## src/csvfs_pkg.sv

```systemverilog
package csvfs_pkg;

   // Character and count widths of the tokenizer core.
   localparam int CHAR_BITS  = 16;
   localparam int COUNT_BITS = 16;

   // Width of the fixed character ports and registers.
   localparam int PORT_CHAR_BITS = 16;
   localparam int CSR_INDEX_BITS = 1;

   // Mask that keeps the compared low bits of a port-width character.
   localparam logic [PORT_CHAR_BITS-1:0] CHAR_MASK =
      (CHAR_BITS >= PORT_CHAR_BITS) ? {PORT_CHAR_BITS{1'b1}} :
      PORT_CHAR_BITS'((64'd1 << CHAR_BITS) - 64'd1);

   localparam logic [COUNT_BITS-1:0] COUNT_MAX = {COUNT_BITS{1'b1}};

   localparam logic [PORT_CHAR_BITS-1:0] SEPARATOR_RESET = 16'd44;
   localparam logic [PORT_CHAR_BITS-1:0] QUOTE_RESET     = 16'd34;

   typedef enum logic [CSR_INDEX_BITS-1:0] {
      CSR_SEPARATOR = 1'b0,
      CSR_QUOTE     = 1'b1
   } csr_index_type;

   // Per-line parser state.
   typedef struct packed {
      logic                  at_field_start;
      logic                  in_quotes;
      logic                  quote_pending;
      logic [COUNT_BITS-1:0] separator_tally;
   } line_state_type;

   // One result item.
   typedef struct packed {
      logic [PORT_CHAR_BITS-1:0] out_char;
      logic                      char_valid;
      logic                      field_done;
      logic                      line_done;
      logic [PORT_CHAR_BITS-1:0] field_count;
   } result_type;

   localparam line_state_type LINE_STATE_RESET = '{
      at_field_start:  1'b1,
      in_quotes:       1'b0,
      quote_pending:   1'b0,
      separator_tally: '0
   };

   function automatic logic [COUNT_BITS-1:0] sat_inc(input logic [COUNT_BITS-1:0] v);
      return (v == COUNT_MAX) ? COUNT_MAX : v + COUNT_BITS'(1);
   endfunction

endpackage

```

## src/csv_field_splitter.sv

```systemverilog
// CSV field splitter. The block takes one character of a text line per
// transfer on the req_ channel and returns exactly one result transfer on the
// rsp_ channel for each, in order. A quote character that opens a field
// starts a quoted string and is dropped; inside the string the separator is
// plain data, a doubled quote yields one literal quote and a single quote
// closes the string. Each result carries the data character (if any), a
// field_done flag for an unquoted separator, and on the character marked
// line_last a line_done flag with the saturating field count, after which
// the parser returns to its start-of-line state. Each accepted character
// yields a registered result, and a new character is accepted in every
// cycle while the result register is empty or being drained in
// the same cycle. The separator and quote codes are written
// through the csr_ port, which is always ready, and should only be changed
// while no line is in flight.
module csv_field_splitter
   import csvfs_pkg::*;
(
   input  logic                       clock,
   input  logic                       reset,

   input  logic                       csr_valid,
   output logic                       csr_ready,
   input  logic [CSR_INDEX_BITS-1:0]  csr_index,
   input  logic [PORT_CHAR_BITS-1:0]  csr_data,

   input  logic                       req_valid,
   output logic                       req_ready,
   input  logic [PORT_CHAR_BITS-1:0]  req_in_char,
   input  logic                       req_line_last,

   output logic                       rsp_valid,
   input  logic                       rsp_ready,
   output logic [PORT_CHAR_BITS-1:0]  rsp_out_char,
   output logic                       rsp_char_valid,
   output logic                       rsp_field_done,
   output logic                       rsp_line_done,
   output logic [PORT_CHAR_BITS-1:0]  rsp_field_count
);

   logic [PORT_CHAR_BITS-1:0] separator_ff;
   logic [PORT_CHAR_BITS-1:0] quote_ff;
   line_state_type            state_ff;
   line_state_type            state_in;
   result_type                result_in;
   result_type                result_ff;
   logic                      rsp_valid_ff;
   logic                      req_fire;

   // Configuration writes are always accepted.
   assign csr_ready = 1'b1;

   always_ff @(posedge clock) begin
      if (reset) begin
         separator_ff <= SEPARATOR_RESET;
         quote_ff     <= QUOTE_RESET;
      end else if (csr_valid && csr_ready) begin
         case (csr_index_type'(csr_index))
            CSR_SEPARATOR: separator_ff <= csr_data;
            CSR_QUOTE:     quote_ff     <= csr_data;
            default:       ;
         endcase
      end
   end

   // The result register can take a new item when it is empty or drains now.
   assign req_ready = !rsp_valid_ff || rsp_ready;
   assign req_fire  = req_valid && req_ready;

   csvfs_step u_step (
      .state          (state_ff),
      .in_char        (req_in_char),
      .line_last      (req_line_last),
      .separator_char (separator_ff),
      .quote_char     (quote_ff),
      .state_next     (state_in),
      .result         (result_in)
   );

   // Parser state advances on every accepted character.
   always_ff @(posedge clock) begin
      if (reset) begin
         state_ff <= LINE_STATE_RESET;
      end else if (req_fire) begin
         state_ff <= state_in;
      end
   end

   always_ff @(posedge clock) begin
      if (reset) begin
         rsp_valid_ff <= 1'b0;
      end else if (req_fire) begin
         rsp_valid_ff <= 1'b1;
      end else if (rsp_ready) begin
         rsp_valid_ff <= 1'b0;
      end
   end

   // The result payload needs no reset; it is qualified by rsp_valid.
   always_ff @(posedge clock) begin
      if (req_fire) begin
         result_ff <= result_in;
      end
   end

   assign rsp_valid       = rsp_valid_ff;
   assign rsp_out_char    = result_ff.out_char;
   assign rsp_char_valid  = result_ff.char_valid;
   assign rsp_field_done  = result_ff.field_done;
   assign rsp_line_done   = result_ff.line_done;
   assign rsp_field_count = result_ff.field_count;

   // The last character of a line always leaves the parser at line start.
   a_line_end_clears: assert property (@(posedge clock) disable iff (reset)
      req_fire && req_line_last |=> state_ff == LINE_STATE_RESET)
      else $error("parser state not cleared after line end");

   // A pending quote only exists inside a quoted string.
   a_pending_in_quotes: assert property (@(posedge clock) disable iff (reset)
      state_ff.quote_pending |-> state_ff.in_quotes && !state_ff.at_field_start)
      else $error("quote pending outside a quoted string");

   // A registered result holds a data character or a separator, never both.
   a_char_or_sep: assert property (@(posedge clock) disable iff (reset)
      rsp_valid_ff |-> !(result_ff.char_valid && result_ff.field_done))
      else $error("result marks both data and separator");

   // An accepted character shows up as a result in the next cycle.
   a_result_follows: assert property (@(posedge clock) disable iff (reset)
      req_fire |=> rsp_valid_ff)
      else $error("accepted character produced no result");

endmodule

```

## src/csvfs_step.sv

```systemverilog
module csvfs_step
   import csvfs_pkg::*;
(
   input  line_state_type             state,
   input  logic [PORT_CHAR_BITS-1:0]  in_char,
   input  logic                       line_last,
   input  logic [PORT_CHAR_BITS-1:0]  separator_char,
   input  logic [PORT_CHAR_BITS-1:0]  quote_char,
   output line_state_type             state_next,
   output result_type                 result
);

   logic [PORT_CHAR_BITS-1:0] c;
   logic                      is_quote;
   logic                      is_sep;
   logic                      plain;
   logic [COUNT_BITS-1:0]     line_count;

   assign c        = in_char & CHAR_MASK;
   assign is_quote = (c == (quote_char & CHAR_MASK));
   assign is_sep   = (c == (separator_char & CHAR_MASK));

   always_comb begin
      state_next = state;
      result     = '0;
      plain      = 1'b0;

      // A quote inside a string is decided by the character after it.
      if (state.quote_pending) begin
         state_next.quote_pending = 1'b0;
         if (is_quote) begin
            result.out_char   = c;
            result.char_valid = 1'b1;
         end else begin
            state_next.in_quotes = 1'b0;
            plain                = 1'b1;
         end
      end else if (state.at_field_start) begin
         state_next.at_field_start = 1'b0;
         if (is_quote) begin
            state_next.in_quotes = 1'b1;
         end else begin
            plain = 1'b1;
         end
      end else if (state.in_quotes) begin
         if (is_quote) begin
            state_next.quote_pending = 1'b1;
         end else begin
            result.out_char   = c;
            result.char_valid = 1'b1;
         end
      end else begin
         plain = 1'b1;
      end

      if (plain) begin
         if (is_sep) begin
            result.field_done          = 1'b1;
            state_next.separator_tally = sat_inc(state.separator_tally);
            state_next.at_field_start  = 1'b1;
         end else begin
            result.out_char   = c;
            result.char_valid = 1'b1;
         end
      end

      line_count = sat_inc(state_next.separator_tally);
      if (line_last) begin
         result.line_done   = 1'b1;
         result.field_count = PORT_CHAR_BITS'(line_count);
         state_next         = LINE_STATE_RESET;
      end
   end

endmodule
```

## config.mk

```make
export PLATFORM = sky130hd
export DESIGN_NAME = csv_field_splitter
export DESIGN_NICKNAME = d
export VERILOG_FILES = /design/src/csvfs_pkg.sv /design/src/csv_field_splitter.sv /design/src/csvfs_step.sv
export SDC_FILE = /design/constraint.sdc
export NUM_CORES = 1
export LEC_CHECK = 0
export BUFFER_PORTS_ARGS = -buffer_cell sky130_fd_sc_hd__buf_2
export CORE_ASPECT_RATIO = 0.9
export CORE_UTILIZATION = 60
export CTS_CLUSTER_SIZE = 12
export DETAILED_ROUTE_END_ITERATION = 12
export HOLD_SLACK_MARGIN = 0.1
export PLACE_DENSITY = 0.93
export SYNTH_ARGS = -nofsm -noshare
export SYNTH_HDL_FRONTEND = slang
export SYNTH_SLANG_ARGS = --single-unit
```

## constraint.sdc

```tcl
create_clock -name clock -period 6.32 [get_ports clock]
set_input_delay 1.264 -clock clock [delete_from_list [all_inputs] [get_ports clock]]
set_output_delay 1.264 -clock clock [all_outputs]
set_load 0.05 [all_outputs]
```

Yosys cells after proc, flatten, opt, wreduce, memory -nomap -nowiden
Index checks and enable logic that the tools add are counted.

cells by class
  add/sub/neg operators = 2
  eq/ne operators = 5
  muxes and demuxes = 30
  bitwise logic cells = 1
  reductions and logical operators = 9

operators by type and width
  kind                     count
  $mux W17                 7
  $mux W16                 4
  $add A16 B1 Y16 const B  2
  $eq A16 B16 Y1           2
  $eq A16 B16 Y1 const B   2
  $mux W19                 1
  $mux W18                 1
  $mux W1                  16
  $reduce_bool A3 Y1       2
  $reduce_and A2 Y1        2
  $reduce_and A4 Y1        1
  $ne A3 B3 Y1 const B     1
  $mux W2                  1
  $reduce_bool A2 Y1       1
  $logic_and A1 B1 Y1      1
  $logic_not A1 Y1         1
  $logic_or A1 B1 Y1       1
  $not A1 Y1               1

storage, ports and cells
  bits in registers = 87
  input port bits = 39
  output and inout port bits = 38
  logic and storage cells = 59

Logic depth before layout (Yosys ltp)
  depth after elaboration = 8
  gate-level depth with buffers = 15
  depth with buffers taken out = 13

Modules after synthesis
Synthesis repeated with hierarchy kept, for this count alone.

unflattened totals
  cell total of the unflattened synthesis = 519
  area total of the unflattened synthesis = 4797.1 um^2

modules (own cells, without submodules)
  module              times used  cells each  area each (um^2)  seq. area each (um^2)
  csv_field_splitter  1           271         3095.5            2092.0
  csvfs_step          1           248         1701.6            0.0

Worst setup path before layout
OpenSTA, ideal clock, no wires.

  kind = input to register
  start = input port req_in_char[9]
  end = register result_ff, in the netlist rsp_field_count[13], data pin
  library setup time = 0.155 ns
  data arrival time = 4.518 ns
  data required time = 6.165 ns
  path slack = 1.647 ns
  stages on the path = 15
  path buffers = 3
  path through = xor2_1 nor4_4 nand4_4 a211oi_4 buf_2 buf_1 nor2_1 a21oi_1 ha_1 nand3_1 a21oi_1 o21bai_1 or4_1 buf_6 a31oi_1

between the ends
  cells in the longest elaborated chain, start to end = 7
  elaborated cells between the ends (all ways) = 10
  those cells by class = add/sub (1); eq/ne (3); mux (6)

ends and longest elaborated chain
  what                                               line                                source
  start, declared                                    csv_field_splitter.sv:28            input logic [PORT_CHAR_BITS-1:0] req_in_char,
  $eq A16 B16 Y1                                     csvfs_step.sv:20                    assign is_quote = (c == (quote_char & CHAR_MASK));
  $mux W1                                            csvfs_step.sv:31, csvfs_step.sv:40
  $mux W1                                            csvfs_step.sv:38                    end else if (state.at_field_start) begin
  $mux W1                                            csvfs_step.sv:29                    if (state.quote_pending) begin
  $mux W16 *                                         csvfs_step.sv:56                    if (plain) begin
  $add A16 B1 Y16 or $eq A16 B16 Y1 (tied branches)  csvfs_pkg.sv:51                     return (v == COUNT_MAX) ? COUNT_MAX : v + COUNT_BITS'(1);
  $mux W16 *                                         csvfs_pkg.sv:51
  end signal, assigned                               csv_field_splitter.sv:101           result_ff <= result_in;
  end, declared                                      csv_field_splitter.sv:45            result_type result_ff;

Mark *: on every way between the ends. The rest lies on a longest branch, timed or not.
A chain may end at the register's enable or synchronous reset.

Final worst setup path
  start = input port req_in_char[4]
  end = register result_ff, in the netlist rsp_field_count[13], data pin

The elaborated chain is that of the path after synthesis.

==> qor.yml <==
synthesized_cell_area_um2: 4600
grt_antenna_before_repair: 0
grt_usage_pct: 30.5
numPortBuffers: 75
timing.final.hold_violations: 0
clock_skew_ns: 0.0157
num_io_pins: 77
fp-row-count: 29
number_of_flops_mapped_to_enable_cells_by_yosys: 35
final_layout_size_suffix_gt1_share_pct: 21.9
netlist_top_cells_count: "nand2_1 (87), dfxtp_1 (52), a21oi_1 (44)"
critical_path_cell_by_cell: "buf_2 -> xnor2_1 -> nand4_1 -> nor4_4 -> a211oi_4 -> and2_1 -> a21oi_1 -> ha_1 -> nand3_1 -> a21oi_1 -> o21bai_1 -> or4_1 -> a31oi_1"
postRouteWirelength_um: 11500
initial_core_util_pct: 63.7
post-route-period-util_pct: 79.8
internal-power_uw: 837
max_slew.worst_pin.slew_ns: 1.31
tritoncts: "done"
clock_latency_ns: 0.38
cp_num_buf_inv: 1
share_of_synthesized_registers_carrying_an_async_set_or_reset_pct: 0
layout.area.seq_um2: 2090
drcViolationCount: 0
status: "completed"
layout.filler_cells: 505
type_of_the_worst_setup_path: "in2reg"
maxSlewHeadroom_pct: 12.3
worst_ep_arrival_time_ns: 5.27
clk_pin_slew_ns: 0.10
unrepaired_setup_endpoints_after_global_routing: "false"
cp-start-kind: "primary input"
cts-resized-gates: 0
path_delay_family: "simple AND/OR/NAND/NOR gates"
grtUsageMet1_pct: 40.0
timing.fmax_mhz: 198
detail_route.vias_per_cell: 6.29
post_drt_wl_per_cell_um: 17.6
total_switching_power_uw: 343
grt_pass1_wl_um: 18400
tritoncts_num_sinks: 87
vias_in_the_first_global_route: 3790
netSwitchingFraction_pct: 29.1
drt_iter0_drc: 509
static-leakage-power_nw: 1.92
dp_hpwl_um: 7890
dr_total_vias: 4087
finalMaxSlewViolations: 0
die_h_um: 85.1
layout.nets: 593
timing.critical_path.fanout_max: 26
critical_path_required_ns: 6.55
yosysTopAreaCellShare_pct: 22.8
global_route_met3_usage_pct: 7.62
worst_ir_drop_vdd_mv: 0.206
gpl.final_weighted_congestion: 0.954
cts_post_setup_buffers_inserted: 0
synth_most_common_cell: "nand2_1"
globalRouteMet2Util_pct: 47.8
busiest_layer: "met2"
critical_path.max_stage_delay_ns: 0.83
drt.antenna.violating_nets: 0
synth-warning-count: 0
proportion_of_synthesized_chip_area_in_sequential_cells_pct: 45.5
die_width_um: 94.3
power_density_nw_per_um2: 228
timing.setup.tns_ns: 0
synth_area_per_cell_um2: 9.32
total_area_of_multi_input_combinational_cells_um2: 2360
hold-worst-slack_ns: 0.472
drv.max_cap_violation_count: 0
setup_viol: 0
power.combinational.fraction_pct: 13.3
top_area_cells_in_the_synthesized_netlist: "edfxtp_1 (23%), dfxtp_1 (23%), nand2_1 (7.1%), a21oi_1 (4.8%), xnor2_1 (4.2%)"
share_seq_of_total_power_pct: 52.3
cts_buffer_depth: 2
grt-ovfl-total: 0
non_filler_cell_area_final_um2: 5180
cp-end-kind: "flop"
dieArea_um2: 8020
cts_htree_levels: 3
num_antenna_cells: 0
dominantRegCellSynth: "dfxtp_1"
cts-root-buf: "clkbuf_8"
detailed_place.area_um2: 4980
cp_dominant_cell_by_count: "a21oi_1"
floorplan.core_area_um2: 7220
number_of_unique_standard_cell_types_used_by_synthesis: 57
grt_max_degree: 53
synth_top_area_cell: "edfxtp_1"
critical_path.slowest_cell: "or4_1"
cts.hold.buffers_added: 0
finish.utilization_pct: 71.8
clkPwrFrac_pct: 34.4
syn-num-nets: 535
final_worst_setup_slack_ns: 1.28
synthesis.instances: 494
finalWorstPathRequiredPeriod_ns: 5.04
worst_hold_path_type: "reg2reg"
syn_to_final_growth_pct: 12.7
synth_seq_cells: 87
drt_first_pass_iters: 5
cts_inserted_buffers: 9
pre_cts_slack_ns: 1.03
==> cells in the final DEF (no fill, tap or decap), drive strengths merged, types with 3 or more instances in the layout <==
master	n
nand3b	7
nand2	87
nor4	8
inv	8
nand3	10
clkinv	3
a22oi	10
and2	22
o21a	3
xor2	18
o21ai	9
mux2	5
or2	3
buf	77
nor2	35
mux2i	6
a2bb2oi	7
nand2b	4
xnor2	22
a31oi	9
and3	6
nand4	9
a21oi	52
and4	3
clkbuf	9
nor3	8
edfxtp	35
dfxtp	52
a2111oi	4
==> per-stage QoR <==
step                std cells  total power, mW
floorplan                 494            0.739
CTS                       650             1.18
global placement          634            0.779
detailed placement        634            0.784
global route              650             1.22
finish                    650             1.18
==> worst min-delay path, stage by stage, from the launching register on <==
cell	delay, ns
dfxtp_1	0.33
nand2_1	0.05
a21oi_1	0.05
==> worst paths after layout <==
check | depth (start not counted) | startpoint | to | slack (ns)
setup / recovery | 13 | req_in_char[4] | rsp_field_count[13]$_SDFFCE_PN0P_ | 1.28
hold / removal | 2 | quote_ff[11]$_SDFFE_PP0P_ | quote_ff[11]$_SDFFE_PP0P_ | 0.47
setup reg to reg | 12 | state_ff[0]$_SDFFE_PP0P_ | rsp_field_count[13]$_SDFFCE_PN0P_ | 1.82
hold reg to reg | 2 | quote_ff[11]$_SDFFE_PP0P_ | quote_ff[11]$_SDFFE_PP0P_ | 0.47
==> flip-flops by register name, summed over array words and instances (netlist names) <==
signal           flops
rsp_field_done       1
separator_ff        16
rsp_valid            1
state_ff            19
rsp_char_valid       1
rsp_line_done        1
rsp_field_count     16
quote_ff            16
rsp_out_char        16
==> power by group through the flow <==
stage | registers (mW) | clock network (mW) | logic (mW)
2_1_floorplan | 0.672 | 0 | 0.0667
3_3_place_gp | 0.629 | 0 | 0.150
3_5_place_dp | 0.630 | 0 | 0.154
4_1_cts | 0.617 | 0.407 | 0.155
5_1_grt | 0.620 | 0.430 | 0.166
6_report | 0.617 | 0.406 | 0.157
==> final cells by class <==
type | count | share of cell area [%]
inverter | 5 | 0.362
multi-input combinational | 372 | 45.6
sequential | 87 | 40.3
clock inverter | 7 | 1.52
tap | 93 | 2.24
timing repair buffer | 77 | 7.53
clock buffer | 9 | 2.39
==> metal layers <==
metal | vias up | part of all wire (%)
li1 | 1878 | -
met1 | 1866 | 40
met2 | 288 | 46
met3 | 55 | 11
met4 | 0 | 3.8
met5 | - | 0
==> cells by family after synthesis <==
family,Yosys count,synth area share (%)
multiplexers,11,2.53
other,1,0.0815
adder cells (fa/ha/maj),2,0.544
XOR/XNOR,40,7.61
AND/OR/NAND/NOR,209,24.4
buffers and inverters,35,3.15
flip-flops,87,45.5
AO/OA/AOI/OAI,109,16.2
No activity file was read; power rests on OpenSTA's default activity.
